File: src/hw/rtl/laqs_pkg.sv
`timescale 1ns / 1ps
`default_nettype none

package laqs_pkg;

    // Fixed widths of the request and result fields.
    localparam int WORD_W = 32;
    localparam int SLOT_W = 6;

    // Request codes.
    typedef enum logic [1:0] {
        REQ_INSERT  = 2'd0,
        REQ_DELETE  = 2'd1,
        REQ_SEARCH  = 2'd2,
        REQ_DISPLAY = 2'd3
    } req_t;

    // Result status codes.
    typedef enum logic [2:0] {
        ST_OK        = 3'd0,
        ST_OVERFLOW  = 3'd1,
        ST_UNDERFLOW = 3'd2,
        ST_FOUND     = 3'd3,
        ST_NOTFOUND  = 3'd4
    } status_t;

    // Controller states.
    typedef enum logic [1:0] {
        S_IDLE  = 2'd0,
        S_DEL   = 2'd1,
        S_WALK  = 2'd2,
        S_FLUSH = 2'd3
    } state_t;

endpackage

`default_nettype wire

File: src/hw/rtl/linear_array_queue_with_search_core.sv
`timescale 1ns / 1ps
`default_nettype none
// Insert, overflow and underflow results appear in the cycle after the request; a delete
// result passes through the memory read register and then the output register. A display
// or search walks the live entries through the single read port of the entry memory,
// which delivers one entry per cycle unless out_ready holds it; results stall with out_ready.
// One request is in service at a time. Reset clears head, tail and all control state at once;
// the entry memory is not cleared, so no clearing pass is needed after reset.
module linear_array_queue_with_search_core #(
    parameter int DEPTH = 64
) (
    input  wire logic                               clk,
    input  wire logic                               rst_n,
    input  wire logic                               in_valid,
    output logic                                    in_ready,
    input  wire logic [1:0]                         req_type,
    input  wire logic signed [laqs_pkg::WORD_W-1:0] word_in,
    output logic                                    out_valid,
    input  wire logic                               out_ready,
    output logic [2:0]                              status,
    output logic signed [laqs_pkg::WORD_W-1:0]      word_out,
    output logic [laqs_pkg::SLOT_W-1:0]             slot,
    output logic                                    last
);

    // AW addresses one slot; CW counts from zero up to DEPTH itself.
    localparam int AW = (DEPTH > 1) ? $clog2(DEPTH) : 1;
    localparam int CW = $clog2(DEPTH + 1);
    localparam logic [CW-1:0] DEPTH_C = CW'(DEPTH);

    // Queue pointers. The queue is empty when head equals tail.
    logic [CW-1:0] head_reg, head_next;
    logic [CW-1:0] tail_reg, tail_next;

    laqs_pkg::state_t state_reg, state_next;
    laqs_pkg::req_t   op_reg, op_next;
    logic signed [laqs_pkg::WORD_W-1:0] key_reg, key_next;

    // Walk pointer: the next slot whose read is to be issued, and the slot whose word
    // the memory read register currently holds.
    logic [CW-1:0] idx_reg, idx_next;
    logic [CW-1:0] data_idx_reg, data_idx_next;
    logic          data_vld_reg, data_vld_next;

    // A search holds back its latest match, because whether it is the final one is known
    // only when the walk reaches the tail.
    logic          pend_vld_reg, pend_vld_next;
    logic [CW-1:0] pend_slot_reg, pend_slot_next;

    // Output register.
    logic                               out_valid_reg, out_valid_next;
    laqs_pkg::status_t                  status_reg, status_next;
    logic signed [laqs_pkg::WORD_W-1:0] word_reg, word_next;
    logic [laqs_pkg::SLOT_W-1:0]        slot_reg, slot_next;
    logic                               last_reg, last_next;

    // Entry memory with a registered read port.
    logic signed [laqs_pkg::WORD_W-1:0] mem [DEPTH];
    logic signed [laqs_pkg::WORD_W-1:0] rd_data_reg;
    logic                               wr_en;
    logic [AW-1:0]                      wr_addr;
    logic                               rd_en;
    logic [AW-1:0]                      rd_addr;

    logic out_free;
    logic accept;
    logic empty;
    logic consume;
    logic issue;
    logic emit;

    assign out_free = !out_valid_reg || out_ready;
    assign in_ready = (state_reg == laqs_pkg::S_IDLE) && out_free;
    assign accept   = in_valid && in_ready;
    assign empty    = (head_reg >= tail_reg);

    always_ff @(posedge clk)
    begin
        if (wr_en)
        begin
            mem[wr_addr] <= word_in;
        end
        if (rd_en)
        begin
            rd_data_reg <= mem[rd_addr];
        end
    end

    always_comb
    begin
        state_next     = state_reg;
        head_next      = head_reg;
        tail_next      = tail_reg;
        op_next        = op_reg;
        key_next       = key_reg;
        idx_next       = idx_reg;
        data_idx_next  = data_idx_reg;
        data_vld_next  = data_vld_reg;
        pend_vld_next  = pend_vld_reg;
        pend_slot_next = pend_slot_reg;
        status_next    = status_reg;
        word_next      = word_reg;
        slot_next      = slot_reg;
        last_next      = last_reg;
        wr_en          = 1'b0;
        wr_addr        = tail_reg[AW-1:0];
        rd_en          = 1'b0;
        rd_addr        = idx_reg[AW-1:0];
        consume        = 1'b0;
        issue          = 1'b0;
        emit           = 1'b0;

        case (state_reg)
            laqs_pkg::S_IDLE:
            begin
                if (accept)
                begin
                    op_next  = laqs_pkg::req_t'(req_type);
                    key_next = word_in;
                    if (laqs_pkg::req_t'(req_type) == laqs_pkg::REQ_INSERT)
                    begin
                        emit      = 1'b1;
                        word_next = '0;
                        slot_next = '0;
                        last_next = 1'b1;
                        if (tail_reg == DEPTH_C)
                        begin
                            status_next = laqs_pkg::ST_OVERFLOW;
                        end
                        else
                        begin
                            wr_en       = 1'b1;
                            tail_next   = tail_reg + CW'(1);
                            status_next = laqs_pkg::ST_OK;
                        end
                    end
                    else if (empty)
                    begin
                        emit        = 1'b1;
                        status_next = laqs_pkg::ST_UNDERFLOW;
                        word_next   = '0;
                        slot_next   = '0;
                        last_next   = 1'b1;
                    end
                    else if (laqs_pkg::req_t'(req_type) == laqs_pkg::REQ_DELETE)
                    begin
                        // Read the head slot now; the word is in the read register next cycle.
                        rd_en      = 1'b1;
                        rd_addr    = head_reg[AW-1:0];
                        state_next = laqs_pkg::S_DEL;
                    end
                    else
                    begin
                        idx_next      = head_reg;
                        data_vld_next = 1'b0;
                        pend_vld_next = 1'b0;
                        state_next    = laqs_pkg::S_WALK;
                    end
                end
            end

            laqs_pkg::S_DEL:
            begin
                // The output register was free at accept and nothing has been shown since.
                emit        = 1'b1;
                status_next = laqs_pkg::ST_OK;
                word_next   = rd_data_reg;
                slot_next   = laqs_pkg::SLOT_W'(head_reg);
                last_next   = 1'b1;
                head_next   = head_reg + CW'(1);
                state_next  = laqs_pkg::S_IDLE;
            end

            laqs_pkg::S_WALK:
            begin
                // Retire the word in the read register once the output side can take a result.
                consume = data_vld_reg && out_free;
                if (consume)
                begin
                    if (op_reg == laqs_pkg::REQ_DISPLAY)
                    begin
                        emit        = 1'b1;
                        status_next = laqs_pkg::ST_OK;
                        word_next   = rd_data_reg;
                        slot_next   = laqs_pkg::SLOT_W'(data_idx_reg);
                        last_next   = (data_idx_reg + CW'(1) == tail_reg);
                    end
                    else if (rd_data_reg == key_reg)
                    begin
                        // A new match lets the one held back go out as not final.
                        if (pend_vld_reg)
                        begin
                            emit        = 1'b1;
                            status_next = laqs_pkg::ST_FOUND;
                            word_next   = key_reg;
                            slot_next   = laqs_pkg::SLOT_W'(pend_slot_reg);
                            last_next   = 1'b0;
                        end
                        pend_vld_next  = 1'b1;
                        pend_slot_next = data_idx_reg;
                    end
                end

                // The read register is refilled only when its word has been retired.
                issue = (idx_reg < tail_reg) && (!data_vld_reg || consume);
                if (issue)
                begin
                    rd_en         = 1'b1;
                    idx_next      = idx_reg + CW'(1);
                    data_idx_next = idx_reg;
                    data_vld_next = 1'b1;
                end
                else if (consume)
                begin
                    data_vld_next = 1'b0;
                end

                if ((idx_reg >= tail_reg) && (!data_vld_reg || consume))
                begin
                    if (op_reg == laqs_pkg::REQ_DISPLAY)
                    begin
                        state_next = laqs_pkg::S_IDLE;
                    end
                    else
                    begin
                        state_next = laqs_pkg::S_FLUSH;
                    end
                end
            end

            laqs_pkg::S_FLUSH:
            begin
                // Final search result: the held match, or not found.
                if (out_free)
                begin
                    emit      = 1'b1;
                    last_next = 1'b1;
                    if (pend_vld_reg)
                    begin
                        status_next = laqs_pkg::ST_FOUND;
                        word_next   = key_reg;
                        slot_next   = laqs_pkg::SLOT_W'(pend_slot_reg);
                    end
                    else
                    begin
                        status_next = laqs_pkg::ST_NOTFOUND;
                        word_next   = '0;
                        slot_next   = '0;
                    end
                    pend_vld_next = 1'b0;
                    state_next    = laqs_pkg::S_IDLE;
                end
            end

            default:
            begin
                state_next = laqs_pkg::S_IDLE;
            end
        endcase

        out_valid_next = emit ? 1'b1 : (out_valid_reg && !out_ready);
    end

    always_ff @(posedge clk or negedge rst_n)
    begin
        if (!rst_n)
        begin
            state_reg     <= laqs_pkg::S_IDLE;
            head_reg      <= '0;
            tail_reg      <= '0;
            data_vld_reg  <= 1'b0;
            pend_vld_reg  <= 1'b0;
            out_valid_reg <= 1'b0;
        end
        else
        begin
            state_reg     <= state_next;
            head_reg      <= head_next;
            tail_reg      <= tail_next;
            data_vld_reg  <= data_vld_next;
            pend_vld_reg  <= pend_vld_next;
            out_valid_reg <= out_valid_next;
        end
    end

    // Payload registers carry no reset.
    always_ff @(posedge clk)
    begin
        op_reg        <= op_next;
        key_reg       <= key_next;
        idx_reg       <= idx_next;
        data_idx_reg  <= data_idx_next;
        pend_slot_reg <= pend_slot_next;
        status_reg    <= status_next;
        word_reg      <= word_next;
        slot_reg      <= slot_next;
        last_reg      <= last_next;
    end

    assign out_valid = out_valid_reg;
    assign status    = status_reg;
    assign word_out  = word_reg;
    assign slot      = slot_reg;
    assign last      = last_reg;

    // A result that is not final only comes from a walk that is still in progress.
    a_not_last_busy: assert property (@(posedge clk) disable iff (!rst_n)
        (out_valid_reg && !last_reg) |-> (state_reg != laqs_pkg::S_IDLE))
        else $error("non-final result shown while idle");

    // The head never passes the tail, and the tail never passes the depth.
    a_ptr_order: assert property (@(posedge clk) disable iff (!rst_n)
        (head_reg <= tail_reg) && (tail_reg <= DEPTH_C))
        else $error("queue pointers out of order");

    // A walk read only touches live, written slots.
    a_walk_read: assert property (@(posedge clk) disable iff (!rst_n)
        (rd_en && (state_reg == laqs_pkg::S_WALK)) |-> (idx_reg < tail_reg))
        else $error("walk read beyond tail");

    // A new result is never loaded over one that has not been taken.
    a_no_overwrite: assert property (@(posedge clk) disable iff (!rst_n)
        emit |-> out_free)
        else $error("result overwritten before it was taken");

    // An insert that writes the memory moves the tail by exactly one.
    a_insert_tail: assert property (@(posedge clk) disable iff (!rst_n)
        wr_en |=> (tail_reg == $past(tail_reg) + CW'(1)))
        else $error("insert did not advance the tail");

endmodule

`default_nettype wire

File: config.mk
export PLATFORM = sky130hd
export DESIGN_NAME = linear_array_queue_with_search_core
export DESIGN_NICKNAME = d
export VERILOG_FILES = /design/src/hw/rtl/laqs_pkg.sv /design/src/hw/rtl/linear_array_queue_with_search_core.sv
export SDC_FILE = /design/constraint.sdc
export NUM_CORES = 2
export LEC_CHECK = 0
export ABC_AREA = 1
export BUFFER_PORTS_ARGS = -buffer_cell sky130_fd_sc_hd__buf_2
export CORE_MARGIN = 2
export CORE_UTILIZATION = 37
export CTS_CLUSTER_DIAMETER = 50
export DETAILED_ROUTE_END_ITERATION = 10
export PLACE_DENSITY = 0.49
export SLEW_MARGIN = 25
export SYNTH_ARGS = -nofsm -noshare
export SYNTH_HDL_FRONTEND = slang
export SYNTH_SLANG_ARGS = --single-unit
File: constraint.sdc
create_clock -name clk -period 11.7 [get_ports clk]
set_input_delay 0.585 -clock clk [delete_from_list [all_inputs] [get_ports clk]]
set_output_delay 0.585 -clock clk [all_outputs]
set_load 0.01 [all_outputs]
# Yosys cells after proc, flatten, opt, wreduce, memory -nomap -nowiden
# Memory sizes are Yosys's and may differ from the RTL's. A register that Yosys moved wholly into a read port is not among the register bits.
# Index checks and enable logic that the tools add are counted.
# op_classes
bitwise_logic	2
muxes	93
magnitude_cmp	3
add_sub_neg	4
n_reduce_logical	24
eq_ne	22
# op_table
operator	n
$mux W32	9
$pmux W32 S4	1
$mux W6	14
$mux W1	39
$mux W7	5
$eq A32 B32 Y1	1
$add A7 B1 Y7 const B	4
$mux W3	9
$pmux W6 S4	1
$ne A2 B2 Y1 const B	10
$reduce_and A6 Y1	3
$ge A7 B7 Y1	2
$mux W2	7
$pmux W7 S2	1
$pmux W3 S4	1
$ne A3 B3 Y1 const B	3
$reduce_and A9 Y1	1
$pmux W1 S4	2
$pmux W2 S4	1
$reduce_and A4 Y1	2
$eq A7 B7 Y1	1
$eq A7 B7 Y1 const B	1
$lt A7 B7 Y1	1
$eq A2 B2 Y1 const B	3
other kinds (13)	26
# word_totals
register_bits	115
in_bits	38
elab_cells	164
mem_bits_rw	2048
memories	1
output_inout_bits	44
# memory_table
name	depth	width	rd	rd_clocked_by_memory_dff	write_ports	line	source
mem	64	32	1	1	1	linear_array_queue_with_search_core.sv:58	logic signed [laqs_pkg::WORD_W-1:0] mem [DEPTH];

# Depth between registers and ports, before layout
# depth
depth_word	8
mapped_depth	22
ltp_nobuf	19

# Worst setup path after synthesis
# OpenSTA, ideal clock, no wires.
# synth_timing
path_type	input -> register
start	in out_ready
end	mem mem[39][0] in the netlist's numbering (enable)
setup_time_ns	0.461
path_buffers	0
required_time_ns	11.239
t_arrival_ns	4.357
path_stages	10
slack_ns	6.882
cell_sequence	inv_1 nand2_1 nand2_2 nor2_4 nand3_1 inv_1 nand2_1 inv_1 nand2_1 nor3_1
# synth_between
elab_chain_cells	7
# synth_rtl
element	line	source
start, declared	linear_array_queue_with_search_core.sv:19	input wire logic out_ready,
$logic_or A1 B1 Y1	linear_array_queue_with_search_core.sv:72	assign out_free = !out_valid_reg || out_ready;
$logic_and A1 B1 Y1	linear_array_queue_with_search_core.sv:73	assign in_ready = (state_reg == laqs_pkg::S_IDLE) && out_free;
$logic_and A1 B1 Y1	linear_array_queue_with_search_core.sv:74	assign accept = in_valid && in_ready;
$mux W1	linear_array_queue_with_search_core.sv:116	if (accept)
$mux W1	linear_array_queue_with_search_core.sv:113	case (state_reg)
$mux W1	linear_array_queue_with_search_core.sv:79	if (wr_en)
$mux W1 (implied by the code)	linear_array_queue_with_search_core.sv:81	mem[wr_addr] <= word_in;
end, declared	linear_array_queue_with_search_core.sv:58	
# Every way passes these cells.

# Worst setup path in the final report
# layout_timing
start	reg tail_reg[5]
end	reg rd_data_reg[12] in the netlist's numbering, read port of mem (data pin)
# layout_between
elab_chain_cells	5
elab_cells_between_ends	12
classes_between	2 x order compare; 9 x mux; 1 x reduce/logical
# layout_rtl
element	line	source
start, declared	linear_array_queue_with_search_core.sv:33	logic [CW-1:0] tail_reg, tail_next;
start signal, assigned	linear_array_queue_with_search_core.sv:279	tail_reg <= tail_next;
$ge A7 B7 Y1	linear_array_queue_with_search_core.sv:75	assign empty = (head_reg >= tail_reg);
$mux W1 or $mux W6 (tied branches)	linear_array_queue_with_search_core.sv:137	else if (empty)
$mux W1 or $mux W6 (tied branches)	linear_array_queue_with_search_core.sv:120	if (laqs_pkg::req_t'(req_type) == laqs_pkg::REQ_INSERT)
$mux W1 or $mux W6 (tied branches)	linear_array_queue_with_search_core.sv:116	
$pmux W1 S2 or $mux W6 (tied branches)	linear_array_queue_with_search_core.sv:113	
end, declared	linear_array_queue_with_search_core.sv:59	logic signed [laqs_pkg::WORD_W-1:0] rd_data_reg;
# Several ways; a longest one is shown, not always the timed one.
# A chain may end at the register's enable or synchronous reset.

==> impl_metrics.yaml <==
placement:
  postPlaceCellArea_mm2: 0.0996
  place_inst: 11500
  dp_hpwl_um: 152000
  numPortBuffers: 81
  gp_congestion: 0.842
routing:
  postRouteAntennaNets: 0
  drt-total-wl_um: 308000
  vias: 64200
  firstDrtPassIters: 8
  drt_iter0_drc: 7208
  avgRoutedWirePerCell_um: 25.7
  route.detailed.drc: 0
  post_drt_via_cell_ratio: 5.36
global_routing:
  use_met3_pct: 3.51
  antenna_found_initial: 7
  first_global_vias: 60700
  gr-max-usage-layer: "met2"
  grt_use_total_pct: 23.0
  globalRouteMet1Util_pct: 33.1
  overflow: 0
  grt_pass1_wl_um: 442000
  use_met2_pct: 36.4
  grt_max_degree: 180
sta:
  final.setup_skew_ps: 39.3
  finalCriticalPeriod_ps: 6710
  finalHoldViolCount: 0
  drv_slew: 0
  slew-limit-headroom_pct: 18.5
  setup_viol: 0
  tightestPinTransition_ps: 1220
  timing.setup.tns_ps: 0
  rsz0062_at_grt: "false"
  finalCritPeriodShare_pct: 57.3
  max_clock_freq_ghz: 0.149
critical_path:
  slowest_delay_ps: 730
  required_ps: 12320
  cp-start-kind: "register"
  cp_cell_sequence: "inv_1, ha_1, nand2_1, nor2_1, nand2_1, nand4_1, nand2_8, nand2_8, buf_4, buf_4, buf_4, nand2_1, nand3_1, nand3_1, nand3_1, nand3_1, nand3_1, nand2_1"
  slowest_stage: "buf_4"
  critical_path_class: "register to register"
  worst-path-max-fanout: 107
  end_kind: "register"
  crit_arrival_ps: 7320
  crit_top_cell: "nand3_1"
synthesis:
  ys_ff_latch: 2195
  synth_area_leader_cell: "edfxtp_1"
  synth_area_per_cell_um2: 11.3
  synth_top_area_share_pct: 68.5
  netlist_area_mm2: 0.0954
  ys_async_sr_fraction_pct: 0.866
  synth_nets: 8467
  synth_edf_count: 2176
  synth_ff_type: "edfxtp_1"
  yosysUniqueCellTypes: 36
  yosys_warnings: 0
  synth_area_leaders: "edfxtp_1 68%, nand3_1 9.9%, nand2_1 6.8%"
  synth_seq_area_share_pct: 69.0
  syn_inst: 8410
final_layout:
  nets: 8454
  post-route-cell-area_mm2: 0.109
  mostFrequentLayoutCell: "edfxtp_1"
  regMostFlops: "mem"
  drive_gt1_share_pct: 8.22
  final_cell_mix: "2176 x edfxtp_1, 1886 x nand3_1, 1733 x nand2_1"
  largest_reg_flops: 2048
  area_growth_pct: 13.8
  fin_cells: 12000
power_and_ir_drop:
  peakVddDrop_mv: 0.261
  p_per_area_mw_per_mm2: 249
  power_leakage_nw: 40.9
  power_w: 0.0270
floorplan:
  start_util_pct: 37.2
  die_x_um: 512
  die-area_mm2: 0.262
  coreArea_mm2: 0.257
  ioPinCount: 82
  chipHeight_um: 512
  rows: 186
cts:
  worstSkewPairLatency_ps: 930
  clockBufferDepth: 4
  h-tree-depth: 5
  ctsResizeCount: 0
  cts_buffers: 284
  cts_root_buf: "clkbuf_16"
  path_clk_slew_ps: 60
  cts_tree: "done"
  cts_sinks: 2195
job:
  drv_cap: 0
run_status:
  run_status: "finished clean"
min_path:
  hold_path_class: "input pin to register"
layout make-up:
| class | instances | area (um^2) |
|---|---|---|
| clock inverter | 131 | 1340 |
| clock buffer | 350 | 7510 |
| sequential | 2195 | 65800 |
| tap | 3384 | 4230 |
| timing repair buffer | 247 | 1880 |
| antenna | 6 | 15.0 |
| inverter | 1007 | 3800 |
| multi-input combinational | 4662 | 23900 |
| fill | 24000 | 148000 |
worst max-delay path, delay by kind of cell (launching register included):
family | cells | cell delay, ps
adders and majority gates | 1 | 350
buffers and inverters | 4 | 2400
DFF | 1 | 530
and+or+nand+nor | 13 | 2920
routing by layer:
layer | vias up | part of all wire, %
li1 | 29000 | -
met1 | 32300 | 45
met2 | 2454 | 46
met3 | 428 | 7.1
met4 | 4 | 2.1
met5 | - | 0.0075
path summary, 6_finish.rpt:
path,start,slack (ps),endpoint,depth (start not counted)
worst max-delay path,tail_reg[5],4990,rd_data_reg[12],18
worst min-delay path,out_ready,90,out_valid,4
worst max register to register,tail_reg[5],4990,rd_data_reg[12],18
worst min register to register,head_reg[0],500,head_reg[0],1
max in group asynchronous,rst_n,11150,tail_reg[2],2
min in group asynchronous,rst_n,190,state_reg[1],2
synth_stat cells, types with 3 or more instances:
cell type / count
dfrtp_1: 19
nand3_1: 1887
clkbuf_1: 268
nor2_1: 93
o22ai_1: 14
o221ai_1: 6
edfxtp_1: 2176
ha_1: 19
nand4_1: 12
nand2_2: 4
inv_1: 1001
buf_1: 27
nor2_4: 3
inv_2: 4
nor4_1: 4
buf_2: 235
a21oi_1: 11
xnor2_1: 23
nand2_1: 1734
xor2_1: 18
o21ai_0: 41
nor3_1: 15
nand3b_1: 759
o2111ai_1: 6
buf_4: 15
kinds of logic after synthesis:
group | count (synthesis) | synth area share, %
compound gates | 90 | 0.582
xor+xnor | 41 | 0.376
fa+ha+maj | 19 | 0.249
buf+inv | 1553 | 6.49
flops | 2195 | 69.0
simple gates | 4512 | 23.3
metrics by stage:
stage | utilization (%) | hold WS [ps] | worst slack [ps]
6_report | 42.3 | 90.1 | 4990
5_1_grt | 42.3 | 90.5 | 4560
4_1_cts | 42.3 | 20.0 | 4970
3_5_place_dp | 38.8 | 485 | 5000
3_3_place_gp | 38.8 | 480 | 5050
2_1_floorplan | - | 289 | 6880
report_power, final:
part / switching, W / total (W) / internal [W]
logic: 0.00696 / 0.00938 / 0.00242
registers: 0.000258 / 0.00927 / 0.00902
clock network: 0.00330 / 0.00839 / 0.00509
total: 0.0105 / 0.0270 / 0.0165
repair_timing:
item	CTS	global route
buffers inserted	0	0
hold buffers	3	0
endpoints found under the hold margin	21	0
(Power assumes the default switching activity.)
